$ cat config.mk
export PLATFORM = sky130hd
export DESIGN_NAME = xvht_front
export DESIGN_NICKNAME = d
export VERILOG_FILES = /design/src/hw/rtl/assert_macros.svh /design/src/hw/rtl/xvht_pkg.sv /design/src/hw/rtl/xvht_front.sv
export SDC_FILE = /design/constraint.sdc
export NUM_CORES = 1
export LEC_CHECK = 0
export CAP_MARGIN = 30
export CORE_AREA = 5 5 158 160
export DETAILED_ROUTE_END_ITERATION = 12
export DIE_AREA = 0 0 163 165
export DONT_BUFFER_PORTS = 1
export PLACE_DENSITY_LB_ADDON = 0.08
export SLEW_MARGIN = 10
export SYNTH_ARGS = -nofsm -noshare
export SYNTH_HDL_FRONTEND = slang
export SYNTH_SLANG_ARGS = --single-unit
$ cat constraint.sdc
create_clock -name clock -period 12.5 [get_ports clock]
set_clock_uncertainty 0.1 [all_clocks]
set_input_delay 3.125 -clock clock [delete_from_list [all_inputs] [get_ports clock]]
set_output_delay 3.125 -clock clock [all_outputs]
set_load 0.01 [all_outputs]
$ cat src/hw/rtl/assert_macros.svh
// assertion macros used by the top-level rtl file
`ifndef ASSERT_MACROS_SVH
`define ASSERT_MACROS_SVH
`ifndef ASSERT_OFF
`define ASSERT_IMPLIES(label, clk, rst, a, b) \
   label: assert property (@(posedge clk) disable iff (rst) (a) |-> (b)) else $error("assertion failed");
`define ASSERT_NEXT(label, clk, rst, a, b) \
   label: assert property (@(posedge clk) disable iff (rst) (a) |=> (b)) else $error("assertion failed");
`else
`define ASSERT_IMPLIES(label, clk, rst, a, b)
`define ASSERT_NEXT(label, clk, rst, a, b)
`endif
`endif

$ cat src/hw/rtl/xvht_pkg.sv
//------------------------------------------------------------------------------
// xvht_pkg
// types and constants of the xor verified hash table
//------------------------------------------------------------------------------
`default_nettype none
package xvht_pkg;
   localparam int TableDepth = 1024;
   localparam int IdxW = $clog2(TableDepth);
   localparam int CntW = $clog2(TableDepth + 1);
   localparam int DivCntW = 7;

   localparam logic [1:0] REQ_PROBE = 2'd0;
   localparam logic [1:0] REQ_WRITE = 2'd1;
   localparam logic [1:0] REQ_CLEAR = 2'd2;

   localparam logic CSR_ENTRIES = 1'b0;
   localparam logic CSR_EMPTY = 1'b1;

   typedef struct packed {
      logic [1:0]  req_type;
      logic [63:0] key;
      logic [63:0] info_low;
      logic [63:0] info_high;
   } req_payload_type;

   typedef struct packed {
      logic        hit;
      logic [63:0] out_info_low;
      logic [63:0] out_info_high;
      logic [7:0]  salt_used;
   } rsp_payload_type;

   // classified job passed from front to back
   typedef struct packed {
      logic [1:0]      op;
      logic [IdxW-1:0] slot;
      logic [63:0]     key;
      logic [63:0]     info_low;
      logic [63:0]     info_high;
   } job_type;

   typedef enum logic [1:0] {
      FR_IDLE, FR_DIV, FR_PUSH
   } front_state_type;

   typedef enum logic [2:0] {
      BK_IDLE, BK_READ, BK_WAIT, BK_CLEAR, BK_CLRWR, BK_OUT
   } back_state_type;
endpackage
`default_nettype wire

$ cat src/hw/rtl/xvht_front.sv
//------------------------------------------------------------------------------
// xvht_front
// accepts requests and computes the slot with a bit-serial remainder
//------------------------------------------------------------------------------
`default_nettype none
module xvht_front import xvht_pkg::*; (
   input  wire logic            clock,
   input  wire logic            reset,
   input  wire logic            req_valid,
   output logic                 req_stall,
   input  wire req_payload_type req_payload,
   input  wire logic [CntW-1:0] divisor,
   output logic                 job_valid,
   input  wire logic            job_stall,
   output job_type              job
);
   front_state_type state_ff, state_in;
   req_payload_type req_ff;
   logic [63:0] quot_ff, quot_in;
   logic [CntW:0] rem_ff, rem_in;
   logic [CntW-1:0] div_ff;
   logic [DivCntW-1:0] cnt_ff, cnt_in;
   logic [CntW:0] shifted;
   logic load;

   // next state
   always_comb begin
      state_in = state_ff;
      case (state_ff)
         FR_IDLE: if (req_valid) state_in = FR_DIV;
         FR_DIV:  if (cnt_ff == DivCntW'(63)) state_in = FR_PUSH;
         FR_PUSH: if (!job_stall) state_in = FR_IDLE;
         default: state_in = FR_IDLE;
      endcase
   end

   // outputs
   always_comb begin
      req_stall = (state_ff != FR_IDLE);
      job_valid = (state_ff == FR_PUSH);
      load = req_valid && (state_ff == FR_IDLE);
   end

   // one key bit per cycle into the remainder, msb first
   always_comb begin
      shifted = {rem_ff[CntW-1:0], quot_ff[63]};
      quot_in = {quot_ff[62:0], 1'b0};
      rem_in = shifted;
      if (shifted >= {1'b0, div_ff}) rem_in = shifted - {1'b0, div_ff};
      cnt_in = cnt_ff + DivCntW'(1);
   end

   always_ff @(posedge clock) begin
      if (reset) begin
         state_ff <= FR_IDLE;
      end else begin
         state_ff <= state_in;
      end
      if (load) begin
         req_ff <= req_payload;
         quot_ff <= req_payload.key;
         rem_ff <= '0;
         cnt_ff <= '0;
         if (divisor == '0) div_ff <= CntW'(1);
         else if (divisor > CntW'(TableDepth)) div_ff <= CntW'(TableDepth);
         else div_ff <= divisor;
      end else if (state_ff == FR_DIV) begin
         quot_ff <= quot_in;
         rem_ff <= rem_in;
         cnt_ff <= cnt_in;
      end
   end

   always_comb begin
      job.op = req_ff.req_type;
      job.slot = rem_ff[IdxW-1:0];
      job.key = req_ff.key;
      job.info_low = req_ff.info_low;
      job.info_high = req_ff.info_high;
   end
endmodule
`default_nettype wire

### Yosys cells after proc, flatten, opt, wreduce, memory -nomap -nowiden

Index checks and enable logic that the tools add are counted.

* reduce and logical (&&, ||, !) cells: 7
* mux-type cells: 8
* eq/ne operators: 6
* $add $sub $neg: 2
* order comparisons: 2

Operator list (number)
* $mux 64: 2
* $mux 11: 2
* $ge 12x11->1: 1
* $gt 11x11->1 const B: 1
* $logic_not 11->1: 1
* $sub 11x11->11: 1
* $add 7x1->7 const B: 1
* $eq 7x6->1 const B: 1
* $mux 2: 3
* $ne 2x2->1 const B: 3
* $pmux 2 s3: 1
* $reduce_bool 2->1: 2
* $reduce_and 3->1: 1
* $eq 2x1->1 const B: 1
* $eq 2x2->1 const B: 1
* $logic_not 2->1: 1
* $reduce_or 2->1: 1
* $logic_and 1x1->1: 1

* input port bits: 209
* register bits: 289
* output and inout port bits: 206

### Depth between registers and ports, before layout

Gate-level depths: netlist (run 1).

* depth in word-level cells: 3
* depth in mapped cells: 10
* gate-level depth less buffers: 9

### Least setup slack after synthesis (run 1)

OpenSTA, ideal clock, no wires.

* kind: input -> register
* from: input port req_valid
* to: register div_ff[0], enable pin
* path slack: 2697 ps
* stages: 3
* data required time: 11750 ps
* arrival: 9053 ps
* library setup time: 650 ps
* path buffers: 1
* path through: nand2_1 > inv_2 > clkbuf_1

* cells in the longest elaborated chain, start to end: 1

RTL lines
* start: declaration: line xvht_front.sv:9 `input wire logic req_valid,`
* $logic_and 1x1->1: line xvht_front.sv:41 `load = req_valid && (state_ff == FR_IDLE);`
* named net load: line xvht_front.sv:24 `logic load;`
* end signal: assignment: line xvht_front.sv:64 `if (divisor == '0) div_ff <= CntW'(1);`
* end signal: assignment: line xvht_front.sv:65 `else if (divisor > CntW'(TableDepth)) div_ff <= CntW'(TableDepth);`
* end signal: assignment: line xvht_front.sv:66 `else div_ff <= divisor;`
* end: declaration: line xvht_front.sv:21 `logic [CntW-1:0] div_ff;`

The timed path passes the listed nets, and every way through them passes these cells.
A chain may end at the register's enable or synchronous reset.

### Final worst setup path (run 1)

* from: input port req_valid
* to: register req_ff, in the netlist job[112], enable pin

* cells in the longest elaborated chain, start to end: 1

RTL lines
* $logic_and 1x1->1: line xvht_front.sv:41
* end signal: assignment: line xvht_front.sv:60 `req_ff <= req_payload;`
* end: declaration: line xvht_front.sv:18 `req_payload_type req_ff;`

Every way passes these cells.

==> flow_metrics.py, run 1 <==
metrics = {
    "floorplanning": {
        "die_x_microns": 163,
        "core-area_sq_mm": 0.0233,
        "initial_utilization_pct": 45.4,
        "rows": 56,
        "io_pins": 415,
        "dieArea_sq_mm": 0.0269,
        "die_h_microns": 165,
    },
    "place": {
        "dp_hpwl_microns": 18500,
        "place_area_sq_mm": 0.0109,
        "portBuffers": 0,
        "place_congestion": 0.806,
    },
    "sta": {
        "rsz0062_at_grt": "false",
        "finalCritPeriodShare_pct": 39.0,
        "setup_viol": 0,
        "layout_min_cycle_time_ns": 4.88,
        "slew_headroom_pct": 40.7,
        "hold_viol_final": 0,
        "maxSlewViolCount": 0,
        "setup_tns_ns": 0,
        "clock.fmax_mhz": 205,
        "tightest_slew_ns": 0.889,
    },
    "logic_synthesis": {
        "synth.area.top_cells": "edfxtp_1 76%, nand2_1 7.0%, dfxtp_1 3.8%",
        "synth_most_common_cell": "edfxtp_1",
        "synthesis.area_sq_mm": 0.0106,
        "avgSynthCellArea_sq_um": 15.2,
        "ys.flop_type": "edfxtp_1",
        "synth_fp_nets": 915,
        "async_flop_share_pct": 0,
        "yosysWarnings": 0,
        "synth_cell_type_count": 52,
        "synth-edff-count": 269,
        "synth_top_area_share_pct": 76.5,
        "syn-instance-count": 693,
        "yosysTopAreaCell": "edfxtp_1",
        "yosys-top-cells-count": "269 x edfxtp_1, 198 x nand2_1, 21 x clkbuf_1, 20 x dfxtp_1, 19 x nor2_1",
        "synth_seq_cells": 289,
        "synth-seq-area-share_pct": 80.3,
    },
    "global_routing": {
        "grt_overflow": 0,
        "grt_max_degree": 131,
        "grtUsageTotal_pct": 17.1,
        "antenna_found_initial": 12,
        "grt_pass1_wl_microns": 34100,
        "grt_pass1_vias": 5432,
    },
    "detailed_routing": {
        "drt_iter0_markers": 362,
        "via_per_inst": 5.17,
        "routed.top_layer": "met5",
        "firstDrtPassIters": 4,
        "wl_microns": 24800,
        "met2WireLength_microns": 12900,
        "ant_nets": 0,
        "vias": 5396,
        "drc": 0,
        "wl_met1_microns": 8570,
        "wl_per_cell_microns": 23.8,
        "met3_length_microns": 2760,
    },
    "power_and_ir_drop": {
        "p_switching_w": 0.000614,
        "power.share.sequential_pct": 52.4,
        "p_int_w": 0.00178,
        "p_sw_share_pct": 25.6,
        "clkPwrFrac_pct": 34.4,
        "peakVddDrop_v": 0.000106,
        "comb_power_share_pct": 13.2,
        "powerDensity_mw_per_mm2": 203,
        "p_leak_nw": 4.36,
    },
    "hold_path": {
        "hold_path_startpoint": "cnt_ff[1]",
        "hp-class": "flip-flop to flip-flop",
    },
    "clocking": {
        "cts_setup_buffers": 0,
        "ctsResizeCount": 0,
        "cts-root-buf": "clkbuf_16",
        "cts_max_level": 1,
        "holdBufCountCts": 0,
        "clockBufferDepth": 3,
        "cts_tree": "yes",
        "path_clk_slew_ns": 0.06,
        "clk_latency_ns": 0.53,
        "cts_buffers": 29,
        "cts.sinks": 289,
    },
    "critical_path": {
        "worstSetupEndpointType": "flip-flop",
        "r2r_start": "state_ff[0]",
        "worstPathRequired_ns": 12.61,
        "critical_path.max_fanout": 76,
        "cp-startpoint": "req_valid",
        "crit_arrival_ns": 4.99,
        "crit_type": "input port to flip-flop",
        "critPathLaunchType": "input port",
    },
    "cells_and_area": {
        "num-fill-cells": 2017,
        "final_nets": 916,
        "finish.instance_area_sq_mm": 0.0118,
        "syn2layout_area_growth_pct": 11.8,
        "post-route-util_pct": 50.8,
        "drive_gt1_share_pct": 8.26,
    },
    "flow_run": {
        "maxCapViolations": 0,
    },
    "status": {
        "status": "finished clean",
    },
}
[registers in the layout (all words and copies together) (netlist names)]
signal    flops
job         194
quot_ff      64
div_ff       11
rem_ff       11
cnt_ff        7
state_ff      2
[metal layers]
layer / GRT usage, % / vias to the layer above
li1: - / 2495
met1: 18.1 / 2609
met2: 28.7 / 249
met3: 8.49 / 39
met4: 7.70 / 4
met5: 0 / -
[critical path: stages]
cell and delay [ns]:
nand2_4 0.43, inv_8 0.47, buf_4 0.57, buf_12 0.32
[path summary, 6_finish.rpt]
path                     to  slack, ns  cells after the start
hold reg to reg   cnt_ff[1]       0.40                      2
setup / recovery   job[112]       7.62                      4
hold / removal    cnt_ff[1]       0.40                      2
setup reg to reg   job[112]       9.48                      5
[per-stage QoR]
step / cells / hold slack (ns) / total power, W / worst slack (ns)
after global routing: 1043 / 0.423 / 0.00252 / 7.43
after CTS: 1033 / 0.393 / 0.00243 / 7.57
final: 1043 / 0.396 / 0.00240 / 7.62
after detailed placement: 982 / 0.384 / 0.00160 / 7.01
after global placement: 980 / 0.366 / 0.00158 / 6.35
after floorplan: 693 / 0.353 / 0.00155 / 2.70
[power by group through the flow]
| stage | clock, W | combinational [W] | sequential [W] |
|---|---|---|---|
| after floorplan | 0 | 0.000292 | 0.00126 |
| after detailed placement | 0 | 0.000318 | 0.00128 |
| after CTS | 0.000848 | 0.000319 | 0.00126 |
| after global placement | 0 | 0.000306 | 0.00128 |
| after global routing | 0.000897 | 0.000356 | 0.00127 |
| final | 0.000823 | 0.000317 | 0.00126 |
[logic make-up (layout without fill, tap and decap cells)]
group	Yosys count	count (layout)	share of synthesized area, %
buf+inv	53	74	2.37
mux	6	6	0.580
flops	289	289	80.3
xor+xnor	10	10	0.829
fa+ha+maj	13	13	1.61
simple gates	273	273	11.2
other cells	0	10	0
compound gates	49	49	3.10
[cells in the final DEF (no fill, tap or decap), drive strengths merged, types with 2 or more instances in the layout]
master    count
dfxtp        20
a32o          2
o31ai         3
nor4          4
xnor2         4
clkinvlp      2
nand4b        2
nand2       199
mux2i         5
nor2         19
o21a          3
inv          20
bufinv        3
a31oi         4
a21oi        10
xor2          6
nand4         2
edfxtp      269
clkbuf       32
nor3          6
ha           12
clkinv       12
o211ai        4
and3          5
buf           5
a21o          4
diode        10
nor2b        12
nand2b        3
o21ai        12
nand3        15
[layout make-up]
type	instances	area [sq um]	share of cell area, %
clock inverter	19	174	1.47
tap	319	399	3.38
timing repair buffer	5	70.1	0.593
inverter	18	75.1	0.636
antenna	10	25.0	0.212
clock buffer	32	737	6.24
sequential	289	8480	71.8
multi-input combinational	351	1850	15.7
No activity file was read; power rests on OpenSTA's default activity.
==> run 2: changes to the inputs <==
- CORE_AREA: 5 5 158 160 -> 5 5 157 159
- DIE_AREA: 0 0 163 165 -> 0 0 162 164
- clock period: 12.5 -> 3.95 ns (I/O delays scaled with it)
==> flow_metrics.py, run 2 (same netlist as run 1, synthesis figures left out) <==
metrics = {
    "clocking": {
        "cts_tree": "yes",
        "clockBufferDepth": 3,
        "cts.sinks": 289,
        "cts_max_level": 1,
        "path_clk_slew_ns": 0.06,
        "cts_setup_buffers": 0,
        "cts_buffers": 29,
        "ctsResizeCount": 0,
        "clk_latency_ns": 0.54,
        "holdBufCountCts": 0,
        "cts-root-buf": "clkbuf_16",
    },
    "sta": {
        "maxSlewViolCount": 0,
        "layout_min_cycle_time_ns": 2.52,
        "rsz0062_at_grt": "false",
        "hold_viol_final": 0,
        "slew_headroom_pct": 50.1,
        "tightest_slew_ns": 0.749,
        "clock.fmax_mhz": 396,
        "setup_viol": 0,
        "finalCritPeriodShare_pct": 63.9,
        "setup_tns_ns": 0,
    },
    "critical_path": {
        "worstPathRequired_ns": 4.31,
        "worstSetupEndpointType": "flip-flop",
        "crit_arrival_ns": 2.88,
        "critical_path.max_fanout": 10,
        "critPathLaunchType": "flip-flop",
        "crit_type": "flip-flop to flip-flop",
    },
    "detailed_routing": {
        "vias": 5418,
        "via_per_inst": 5.33,
        "drt_iter0_markers": 297,
        "ant_nets": 0,
        "wl_microns": 24600,
        "firstDrtPassIters": 4,
        "drc": 0,
        "wl_per_cell_microns": 24.2,
    },
    "cells_and_area": {
        "syn2layout_area_growth_pct": 12.0,
        "drive_gt1_share_pct": 8.93,
        "final_common_cell": "edfxtp_1",
        "most-common-layout-cells": "269 x edfxtp_1, 196 x nand2_1, 29 x clkbuf_16",
        "final_nets": 918,
        "stdcell_count": 1016,
        "largest_reg_flops": 194,
    },
    "floorplanning": {
        "dieArea_sq_mm": 0.0266,
        "die_h_microns": 164,
        "rows": 56,
        "io_pins": 415,
        "initial_utilization_pct": 45.7,
        "die_x_microns": 162,
        "core-area_sq_mm": 0.0231,
    },
    "global_routing": {
        "grt_overflow": 0,
        "grtUsageTotal_pct": 17.4,
        "antenna_found_initial": 8,
        "grt_max_degree": 96,
        "grt_pass1_wl_microns": 35000,
        "grt_pass1_vias": 5530,
    },
    "power_and_ir_drop": {
        "power.share.sequential_pct": 51.4,
        "peakVddDrop_v": 0.000341,
        "comb_power_share_pct": 13.0,
        "p_int_w": 0.00578,
        "p_leak_nw": 4.40,
        "p_sw_share_pct": 25.4,
        "clkPwrFrac_pct": 35.6,
        "p_switching_w": 0.00197,
        "powerDensity_mw_per_mm2": 654,
    },
    "hold_path": {
        "hp-class": "flip-flop to flip-flop",
    },
    "place": {
        "portBuffers": 0,
        "place_congestion": 0.837,
        "dp_hpwl_microns": 18300,
        "dp.cells": 955,
    },
    "status": {
        "status": "finished clean",
    },
    "flow_run": {
        "maxCapViolations": 0,
    },
}
run 2: changes by cell type in the layout (fill, tap and decap cells not counted), moves of 2 or more:
cell       change
clkinv_2       +2
nand2_2        +2
bufinv_16      +2
buf_12         +2
clkinv_1       -3
nand2_4        -2
run 2: worst max-delay path, stage by stage, from the launching register on:
cell and delay, ns:
edfxtp_1 0.37, inv_1 0.05, ha_1 0.22, fa_1 0.40
nand2b_1 0.19, a21oi_1 0.23, o211ai_2 0.23, and2_4 0.25
o31a_1 0.31, o21ai_2 0.10
run 2: worst paths after layout:
path / startpoint / end / slack (ns) / depth (start not counted)
hold reg to reg: cnt_ff[1] / cnt_ff[1] / 0.39 / 2
setup reg to reg: quot_ff[63] / rem_ff[4] / 1.43 / 9
setup / recovery: quot_ff[63] / rem_ff[4] / 1.43 / 9
hold / removal: cnt_ff[1] / cnt_ff[1] / 0.39 / 2
run 2: per-stage QoR:
step | util [%] | area [sq um] | power (W) | worst slack (ns) | hold slack [ns]
2_1_floorplan | - | 10600 | 0.00487 | 0.401 | 0.353
3_3_place_gp | 46.9 | 10800 | 0.00502 | 1.46 | 0.370
3_5_place_dp | 46.9 | 10800 | 0.00506 | 1.43 | 0.384
4_1_cts | 51.1 | 11800 | 0.00783 | 1.42 | 0.394
5_1_grt | 51.2 | 11800 | 0.00814 | 1.24 | 0.401
6_report | 51.2 | 11800 | 0.00774 | 1.43 | 0.388
run 2: per-layer routing:
layer	global-route usage [%]	vias up	wire [microns]
met5	0	-	0
li1	-	2487	-
met2	29.1	237	12800
met4	6.92	0	502
met3	6.83	35	2260
met1	20.4	2659	9030
run 2: power groups by stage:
stage / Combinational, W / Sequential (W) / Clock [W]
2_1_floorplan: 0.000924 / 0.00395 / 0
3_3_place_gp: 0.000975 / 0.00405 / 0
3_5_place_dp: 0.00100 / 0.00405 / 0
4_1_cts: 0.00101 / 0.00399 / 0.00283
5_1_grt: 0.00114 / 0.00401 / 0.00299
6_report: 0.00101 / 0.00398 / 0.00276
run 2: layout make-up:
cell class / instances / area, sq um
Antenna cell: 9 / 22.5
Clock inverter: 19 / 224
Multi-Input combinational cell: 351 / 1840
Tap cell: 290 / 363
Timing Repair Buffer: 7 / 90.1
Fill cell: 1988 / 11300
Clock buffer: 33 / 741
Inverter: 18 / 75.1
Sequential cell: 289 / 8480
