File: config.mk
export PLATFORM = sky130hd
export DESIGN_NAME = xvht_queue
export DESIGN_NICKNAME = d
export VERILOG_FILES = /design/src/hw/rtl/assert_macros.svh /design/src/hw/rtl/xvht_pkg.sv /design/src/hw/rtl/xvht_queue.sv
export SDC_FILE = /design/constraint.sdc
export NUM_CORES = 1
export LEC_CHECK = 0
export ABC_AREA = 1
export BUFFER_PORTS_ARGS = -buffer_cell sky130_fd_sc_hd__buf_4
export CAP_MARGIN = 10
export CORE_MARGIN = 2
export CORE_UTILIZATION = 40
export DETAILED_ROUTE_END_ITERATION = 16
export MAX_ROUTING_LAYER = met4
export PLACE_DENSITY = 0.69
export SLEW_MARGIN = 30
export SYNTH_ARGS = -nofsm -noshare
export SYNTH_HDL_FRONTEND = slang
export SYNTH_SLANG_ARGS = --single-unit
File: constraint.sdc
create_clock -name clock -period 12.7 [get_ports clock]
set_clock_uncertainty 0.2 [all_clocks]
set_input_delay 1.27 -clock clock [delete_from_list [all_inputs] [get_ports clock]]
set_output_delay 1.27 -clock clock [all_outputs]
set_load 0.05 [all_outputs]
File: src/hw/rtl/assert_macros.svh
// assertion macros used by the top-level rtl file
`ifndef ASSERT_MACROS_SVH
`define ASSERT_MACROS_SVH
`ifndef ASSERT_OFF
`define ASSERT_IMPLIES(label, clk, rst, a, b) \
   label: assert property (@(posedge clk) disable iff (rst) (a) |-> (b)) else $error("assertion failed");
`define ASSERT_NEXT(label, clk, rst, a, b) \
   label: assert property (@(posedge clk) disable iff (rst) (a) |=> (b)) else $error("assertion failed");
`else
`define ASSERT_IMPLIES(label, clk, rst, a, b)
`define ASSERT_NEXT(label, clk, rst, a, b)
`endif
`endif

File: src/hw/rtl/xvht_pkg.sv
//------------------------------------------------------------------------------
// xvht_pkg
// types and constants of the xor verified hash table
//------------------------------------------------------------------------------
`default_nettype none
package xvht_pkg;
   localparam int TableDepth = 1024;
   localparam int IdxW = $clog2(TableDepth);
   localparam int CntW = $clog2(TableDepth + 1);
   localparam int DivCntW = 7;

   localparam logic [1:0] REQ_PROBE = 2'd0;
   localparam logic [1:0] REQ_WRITE = 2'd1;
   localparam logic [1:0] REQ_CLEAR = 2'd2;

   localparam logic CSR_ENTRIES = 1'b0;
   localparam logic CSR_EMPTY = 1'b1;

   typedef struct packed {
      logic [1:0]  req_type;
      logic [63:0] key;
      logic [63:0] info_low;
      logic [63:0] info_high;
   } req_payload_type;

   typedef struct packed {
      logic        hit;
      logic [63:0] out_info_low;
      logic [63:0] out_info_high;
      logic [7:0]  salt_used;
   } rsp_payload_type;

   // classified job passed from front to back
   typedef struct packed {
      logic [1:0]      op;
      logic [IdxW-1:0] slot;
      logic [63:0]     key;
      logic [63:0]     info_low;
      logic [63:0]     info_high;
   } job_type;

   typedef enum logic [1:0] {
      FR_IDLE, FR_DIV, FR_PUSH
   } front_state_type;

   typedef enum logic [2:0] {
      BK_IDLE, BK_READ, BK_WAIT, BK_CLEAR, BK_CLRWR, BK_OUT
   } back_state_type;
endpackage
`default_nettype wire

File: src/hw/rtl/xvht_queue.sv
//------------------------------------------------------------------------------
// xvht_queue
// two-entry queue between front and back
//------------------------------------------------------------------------------
`default_nettype none
module xvht_queue import xvht_pkg::*; (
   input  wire logic    clock,
   input  wire logic    reset,
   input  wire logic    in_valid,
   output logic         in_stall,
   input  wire job_type in_job,
   output logic         out_valid,
   input  wire logic    out_stall,
   output job_type      out_job
);
   job_type mem_ff [2];
   logic wp_ff, rp_ff;
   logic [1:0] cnt_ff;
   logic push, pop;

   assign in_stall = (cnt_ff == 2'd2);
   assign out_valid = (cnt_ff != 2'd0);
   assign out_job = mem_ff[rp_ff];
   assign push = in_valid && !in_stall;
   assign pop = out_valid && !out_stall;

   always_ff @(posedge clock) begin
      if (reset) begin
         wp_ff <= 1'b0;
         rp_ff <= 1'b0;
         cnt_ff <= 2'd0;
      end else begin
         if (push) wp_ff <= ~wp_ff;
         if (pop) rp_ff <= ~rp_ff;
         cnt_ff <= cnt_ff + {1'b0, push} - {1'b0, pop};
      end
      if (push) mem_ff[wp_ff] <= in_job;
   end
endmodule
`default_nettype wire

# [Word-level counts from Yosys, hierarchy flattened]
# Memories as Yosys holds them, arrays and structs flattened. A register that Yosys moved wholly into a read port is not among the register bits.
# Cells that the tools add are included.
[op_classes] n_mux=4 add_sub_neg=2 bitwise_logic=2 reduce_logical=5 n_eq_ne=1
[op_table] op="$mux W1" count=4
[op_table] op="$add A2 B1 Y2" count=1
[op_table] op="$eq A2 B2 Y1 const B" count=1
[op_table] op="$logic_and A1 B1 Y1" count=2
[op_table] op="$logic_not A1 Y1" count=2
[op_table] op="$not A1 Y1" count=2
[op_table] op="$reduce_bool A2 Y1" count=1
[op_table] op="$sub A2 B1 Y2" count=1
[totals] wordCells=18 mem_count=1 ram_bits=408 register_bits=4
[mem_list] memory="mem_ff" words=2 word_bits=204 rd=1 rd_clocked_by_memory_dff=1 wr=1 line="xvht_queue.sv:16" source="job_type mem_ff [2];"

# [Logic depth before layout (Yosys ltp)]
# Gate-level depths: netlist of the first run.
[logic_depth] word_depth=5 mapped_depth=11

# [Least setup slack after synthesis of the first run]
# Ideal clock, no wire load.
[synth_timing] kind="input to register" startpoint="input port in_valid" endpoint="memory mem_ff[0][0] (netlist bit), enable pin" slack_ns=1.934 n_path_buf=0 setup_time_ns=0.771 arrival_time_ns=9.795 t_required_ns=11.729 cell_stages=2 cell_sequence="nand2_1 > nor2_1"
[synth_between] elab_chain_len=3
[synth_rtl] item="start, declared" line="xvht_queue.sv:9" source="input wire logic in_valid,"
[synth_rtl] item="$logic_and A1 B1 Y1" line="xvht_queue.sv:24" source="assign push = in_valid && !in_stall;"
[synth_rtl] item="$mux W1" line="xvht_queue.sv:37" source="if (push) mem_ff[wp_ff] <= in_job;"
[synth_rtl] item="$mux W1 (not written as such)" line="xvht_queue.sv:37"
[synth_rtl] item="end, declared" line="xvht_queue.sv:16"
# No other way between the ends.

==> implementation parameters, run 1 <==
Parameter                              Value

Outcome
  Result of the run    finished, final reports clean

Worst hold path
  Worst hold path class    reg -> reg

Placement
  Quantity of I/O buffers inserted on ports    just over 400
  DP HPWL    21400 um
  Placer congestion estimate    ~0.78
  Setup slack at placement    7.99 ns

Final layout
  Layout cell share with drive strength beyond 1    about three fifths
  Final design utilization    53.4%
  P&R area growth vs syn    31.9%
  ANT cells    0
  Layout net count    between 1000 and 1500
  Filler instances    3044

Timing
  Actual transition at the worst max-transition pin    0.989 ns
  Pins Over Slew Limit    0
  Max Clock Freq    roughly 190 MHz
  Time the final worst path needs with I/O delays and setup    around 5.2 ns
  Final hold violation count    0
  Summed negative setup slack over all endpoints    0 ns
  Finish-stage setup viols    0
  Worst max-slew margin expressed relative to the limit    roughly 34%
  Post-route setup slack    ~7.5 ns
  RSZ-0062 raised after global routing    no
  Share of the clock period used by the worst path after layout    41.2%

Yosys
  Cell taking the most area after synthesis    sky130_fd_sc_hd__edfxtp_1
  Flip-flop and latch count after synthesis    413
  Post-synth EDFFs    roughly 410
  Predominant post-synthesis flop cell    sky130_fd_sc_hd__edfxtp_1
  Most instantiated library cell after synthesis    sky130_fd_sc_hd__edfxtp_1
  Synthesized area per cell    between 20 and 25 um^2
  Synthesized net count    883
  Warning count from the yosys run    0
  Number of distinct standard cells referenced by the synthesized netlist    12
  Count of mapped cells out of synthesis    673
  Synth async-reset ratio    0%
  Combined area of all synthesized cells    15600 um^2
  Largest cells by area after synthesis    sky130_fd_sc_hd__edfxtp_1 (78%), sky130_fd_sc_hd__mux2_4 (15%), sky130_fd_sc_hd__mux2_2 (3.2%), sky130_fd_sc_hd__buf_6 (1.4%), sky130_fd_sc_hd__dfxtp_1 (0.64%)
  List of most frequent post-synthesis cells    sky130_fd_sc_hd__edfxtp_1 (408), sky130_fd_sc_hd__mux2_4 (160), sky130_fd_sc_hd__mux2_2 (44), sky130_fd_sc_hd__buf_6 (19)
  Area fraction of the dominant cell type after synthesis    78.4%
  Sequential share of the synthesized area    79.0%

Clock network
  Number of buffers inserted to repair setup after CTS    0
  Deepest clock path buffer count    3
  Clock network latency to the later pin of the worst-skew pair    0.54 ns
  Number of clock sinks seen by CTS    413
  Clock-pin slew on the worst setup and hold paths    0.06 ns
  H-tree lvl count    2
  CTS buffer count    43
  Total of hold buffers inserted after clock tree synthesis    0
  Clock tree from TritonCTS    done
  Cells resized by post-CTS repair    0
  Clock Tree Root    sky130_fd_sc_hd__clkbuf_16

Worst setup path
  Element type at the critical path end    output pin
  CP cell instances    buf_4, buf_4, mux2_4, buf_4
  Top fanout value on the critical path    54
  Cell repeated most along the worst path    sky130_fd_sc_hd__buf_4
  Maximum cell stage delay along the critical path    0.88 ns
  Top delay family on crit path    buffers and inverters
  Cell at the slowest stage of the critical path    sky130_fd_sc_hd__dfxtp_4
  Type of the worst setup path    reg -> out
  Required time worst endpoint    around 11 ns
  Startpoint Class    register
  Data arrival time of the critical path    3.76 ns
  CP bufs+invs    3

Die
  Cell row count    72
  Vertical extent of the die    approximately 200 um
  Width of the chip    202 um
  Total I/O pin count    414
  Starting density of the core    40.4%
  Area of the core    38600 um^2
  Die outline area    40700 um^2

Global route
  Maximum number of pins on one net before global-route repair    172
  Global-route wire length before repair    46700 um
  Initial antenna violation count    0
  GRT overflow    0
  Number of global-route vias before repair    approximately 8000
  Global Route Usage Sum    15.7%

Route
  DRC Markers    0
  Via density    ~4.6
  Final routed wire length divided by cell count    19.2 um
  Total number of vias    7718
  Antenna violation net count after detailed routing    0
  DRT Wirelength    approximately 32000 um
  Iter 0 DRT Violations    406
  First-pass DRT Iterations    4

Job
  Count of max-cap constraint violations    0

Power and ir drop
  Power per Cell Area    225 nW/um^2
  Max rail drop VDD    0.000141 V
  Static Leakage    between 7 and 8 nW
## layer usage
metal | track usage (%) | wire length, um | up-vias
li1 | - | - | 3548
met1 | 17.4 | 12200 | 3827
met2 | 26.3 | 16400 | 277
met3 | 4.44 | 2230 | 66
met4 | 7.09 | 1070 | 0
met5 | - | 0 | -
## cells by family after synthesis
logic type	share of synthesized area (%)
mux	18.5
buf+inv	1.71
fa+ha+maj	0.160
simple gates	0.504
compound gates	0.0640
flops	79.0
## metrics by stage
stage / hold WS (ns) / std cells / area (um^2) / power [mW]
2_1_floorplan: 0.267 / 673 / 15600 / 3.10
3_3_place_gp: 0.285 / 1586 / 19200 / 3.48
3_5_place_dp: 0.302 / 1587 / 19200 / 3.50
4_1_cts: 0.326 / 1665 / 20600 / 4.69
5_1_grt: 0.354 / 1667 / 20600 / 4.81
6_report: 0.326 / 1667 / 20600 / 4.64
## power breakdown
part / switching (mW) / total, mW / internal, mW
clock network: 0.494 / 1.18 / 0.687
logic: 1.07 / 1.67 / 0.598
registers: 0.0684 / 1.79 / 1.73
## flip-flops by register name (all words and copies together), names as in the netlist, named ones only
signal,cells
mem_ff,408
cnt_ff,2
rp_ff,1
wp_ff,1
## final cells by class
class                   count  area (um^2)  share of cell area (%)
repair buffers            421         3240                    15.7
inverters                   9         41.3                   0.200
flip-flops and latches    413        12400                    59.9
multi-input cells         228         3020                    14.6
clock buffers              55         1120                    5.44
clock inverters            23          199                   0.965
well taps                 518          648                    3.14
## cells in the final DEF, fill, tap and decap left out
cell / n
sky130_fd_sc_hd__nand3_1: 3
sky130_fd_sc_hd__clkinv_4: 1
sky130_fd_sc_hd__clkbuf_1: 12
sky130_fd_sc_hd__buf_6: 2
sky130_fd_sc_hd__buf_12: 1
sky130_fd_sc_hd__buf_4: 415
sky130_fd_sc_hd__ha_1: 2
sky130_fd_sc_hd__nand2_1: 8
sky130_fd_sc_hd__clkbuf_16: 43
sky130_fd_sc_hd__mux2_4: 160
sky130_fd_sc_hd__inv_1: 8
sky130_fd_sc_hd__bufinv_16: 3
sky130_fd_sc_hd__inv_8: 1
sky130_fd_sc_hd__dfxtp_1: 4
sky130_fd_sc_hd__clkinv_1: 8
sky130_fd_sc_hd__edfxtp_1: 408
sky130_fd_sc_hd__mux2_2: 44
sky130_fd_sc_hd__dfxtp_4: 1
sky130_fd_sc_hd__buf_16: 3
sky130_fd_sc_hd__inv_6: 4
sky130_fd_sc_hd__nor2_1: 8
sky130_fd_sc_hd__clkinv_2: 7
sky130_fd_sc_hd__nor2_4: 1
sky130_fd_sc_hd__a21oi_1: 2
## path summary, 6_finish.rpt
check / start / end / slack (ns) / cells past startpoint
setup / recovery: register / out_job[130] / 7.47 / 4
hold / removal: rp_ff$_SDFFE_PP0P_ / rp_ff$_SDFFE_PP0P_ / 0.33 / 2
setup reg to reg: cnt_ff[0]$_SDFF_PP0_ / mem_ff[0][87]$_DFFE_PP_ / 10.11 / 6
hold reg to reg: rp_ff$_SDFFE_PP0P_ / rp_ff$_SDFFE_PP0P_ / 0.33 / 2
## worst register-to-register path, cell delays in order, from the launching register on
cell,delay (ns)
sky130_fd_sc_hd__dfxtp_1,0.35
sky130_fd_sc_hd__inv_1,0.06
sky130_fd_sc_hd__nand2_1,0.11
sky130_fd_sc_hd__nand2_1,0.13
sky130_fd_sc_hd__nor2_4,0.43
sky130_fd_sc_hd__buf_12,0.40
sky130_fd_sc_hd__buf_16,0.45
Power figures use the tool's default switching activity.
==> inputs of run 2 (changes only) <==
clock period = 5.42 ns   (was 12.7 ns; I/O delays follow)
==> run 2 against run 1 <==
Clock power grew 150%. First-iteration DRC count shrank 7.6%. Core utilization grew 5.5 points. Non-clock buffer count grew 205. Design area grew 10%. Die area is the same. Highest routed layer unchanged.
==> implementation parameters, run 2 (synthesis results as in run 1) <==
Parameter                              Value

Outcome
  Result of the run    finished, final reports clean

Timing
  Final hold violation count    0 (unchanged)
  Actual transition at the worst max-transition pin    0.774 ns (-0.214 ns)
  Post-route setup slack    2.07 ns (-5.40 ns)
  Max Clock Freq    299 MHz
  Pins Over Slew Limit    0 (unchanged)
  Worst max-slew margin expressed relative to the limit    48.4% (+14 points)
  Finish-stage setup viols    0 (unchanged)
  Time the final worst path needs with I/O delays and setup    3.35 ns
  RSZ-0062 raised after global routing    no
  Summed negative setup slack over all endpoints    0 ns (unchanged)
  Final hold slack    0.0656 ns (-0.260 ns)
  Share of the clock period used by the worst path after layout    61.7%

Global route
  Global Route Usage Sum    17.2% (+1.5 points)
  Number of global-route vias before repair    9493 (+19%)
  Initial antenna violation count    1 (+1)
  Maximum number of pins on one net before global-route repair    134 (-22%)
  GRT overflow    0 (unchanged)
  Global-route wire length before repair    52200 um (+12%)

Final layout
  Count of placed standard cells in the final layout, fillers left out    1877 (+13%)
  Biggest regs    mem_ff x408, cnt_ff x2
  Layout net count    1532 (+16%)
  Post-Layout Inst Area    22800 um^2 (+10%)
  Filler instances    2756 (-9.5%)
  Number of flip-flops under the largest register name    408 (unchanged)
  Most common cell after layout, fill and taps aside    sky130_fd_sc_hd__buf_4
  P&R area growth vs syn    45.7%
  Layout cell share with drive strength beyond 1    50.7% (-9.0 points)
  Most frequent cells in the layout    sky130_fd_sc_hd__buf_4 (415), sky130_fd_sc_hd__edfxtp_1 (408), sky130_fd_sc_hd__dlygate4sd3_1 (205)
  Most flop-heavy register    mem_ff

Clock network
  Clock-pin slew on the worst setup and hold paths    0.06 ns (about the same)
  Number of clock sinks seen by CTS    413 (unchanged)
  Clock Tree Root    sky130_fd_sc_hd__clkbuf_16
  CTS buffer count    44 (+2.3%)
  Number of buffers inserted to repair setup after CTS    0 (unchanged)
  Clock network latency to the later pin of the worst-skew pair    0.56 ns (+0.02 ns)
  H-tree lvl count    2 (unchanged)
  Clock tree from TritonCTS    done
  Deepest clock path buffer count    3 (unchanged)

Worst setup path
  Type of the worst setup path    reg -> out
  Path length in cells of the critical path    4 (unchanged)
  Length in cells of the worst reg-to-reg path    5 (-1)
  CP cell instances    buf_12, buf_4, mux2_2, buf_4
  Top delay family on crit path    buffers and inverters
  Start of the worst register-to-register path    cnt_ff[0]$_SDFF_PP0_
  Cell repeated most along the worst path    sky130_fd_sc_hd__buf_4
  Destination of the worst register-to-register timing path    mem_ff[1][122]$_DFFE_PP_
  Top fanout value on the critical path    33 (-39%)
  Cell at the slowest stage of the critical path    sky130_fd_sc_hd__dfxtp_4
  CP bufs+invs    3 (unchanged)
  Startpoint Class    register
  Element type at the critical path end    output pin
  Reg-to-reg setup timing slack    2.87 ns (-7.24 ns)
  Data arrival time of the critical path    2.60 ns (-1.16 ns)
  Maximum cell stage delay along the critical path    0.68 ns (-0.20 ns)
  Required time worst endpoint    4.68 ns (-6.55 ns)

Worst hold path
  Min-Delay Path Depth    3 (+1)
  Endpoint of the worst hold-timing path    wp_ff$_SDFFE_PP0N_
  Worst hold path class    in -> reg
  Worst hold path startpoint    in_valid

Route
  Total number of vias    8647 (+12%)
  Antenna violation net count after detailed routing    0 (unchanged)
  Final routed wire length divided by cell count    18.5 um (-3.5%)
  DRT Wirelength    34700 um (+8.6%)
  First-pass DRT Iterations    4 (unchanged)
  Via density    4.61 (-0.50%)
  DRC Markers    0 (unchanged)
  Iter 0 DRT Violations    375 (-7.6%)

Die
  Width of the chip    202 um (unchanged)
  Cell row count    72 (unchanged)
  Die outline area    40700 um^2 (unchanged)
  Area of the core    38600 um^2 (unchanged)
  Vertical extent of the die    202 um (unchanged)
  Starting density of the core    40.4% (unchanged)
  Total I/O pin count    414 (unchanged)

Placement
  Setup slack at placement    2.65 ns (-5.35 ns)
  Number of placed instances with taps included    1589 (+0.13%)
  Area after detailed placement    19300 um^2 (+0.31%)
  Quantity of I/O buffers inserted on ports    413 (unchanged)
  Placer congestion estimate    0.754 (-4.0%)
  DP HPWL    21200 um (-1.1%)

Power and ir drop
  Power per Cell Area    492 nW/um^2 (+120%)
  Max rail drop VDD    0.000412 V (+190%)
  Static Leakage    8.86 nW (+11%)

Job
  Count of max-cap constraint violations    0 (unchanged)
run 2: stage by stage:
| step | util, % | total power [mW] |
|---|---|---|
| floorplan | - | 7.20 |
| global route | 58.9 | 11.6 |
| CTS | 58.9 | 11.3 |
| finish | 58.9 | 11.2 |
| detailed placement | 50.0 | 8.22 |
| global placement | 49.9 | 8.18 |
run 2: power breakdown:
part	total, mW	switching [mW]	internal [mW]
Combinational	4.09	2.60	1.49
Clock	2.92	1.20	1.72
Sequential	4.18	0.136	4.04
run 2: worst register-to-register path, delay by kind of cell (launching register included):
kind | cells | cell delay [ns]
DFF | 1 | 0.36
and+or+nand+nor | 2 | 0.38
buffers and inverters | 3 | 1.21
run 2: routing by layer:
layer	vias to the layer above	wire length [um]	track usage, %
met4	0	1340	8.22
met2	301	18400	30.1
li1	3967	-	-
met3	84	2100	4.42
met5	-	0	-
met1	4295	12900	18.1
run 2: worst max path at each step:
stage	end	slack [ns]	startpoint
2_1_floorplan	mem_ff[1][0]$_DFFE_PP_	0.08	in_valid
4_1_cts	out_job[24]	2.02	register
5_1_grt	out_job[34]	1.93	register
3_3_place_gp	out_job[39]	2.51	register
6_report	out_job[34]	2.07	register
3_5_place_dp	out_job[38]	2.65	register
run 2: repair_timing:
action | CTS | global route
resized for setup | 0 | 0
hold buffers | 205 | 0
setup endpoints to repair | 0 | 0
endpoints found under the hold margin | 409 | 0
run 2: final cells by class:
| type | instances | area [um^2] | area share, % |
|---|---|---|---|
| antenna | 1 | 2.50 | 0.0110 |
| clock buffer | 56 | 1170 | 5.13 |
| clock inverter | 26 | 241 | 1.06 |
| inverter | 9 | 46.3 | 0.203 |
| multi-input combinational | 228 | 3020 | 13.3 |
| sequential | 413 | 12400 | 54.3 |
| tap | 518 | 648 | 2.85 |
| timing repair buffer | 626 | 5290 | 23.2 |
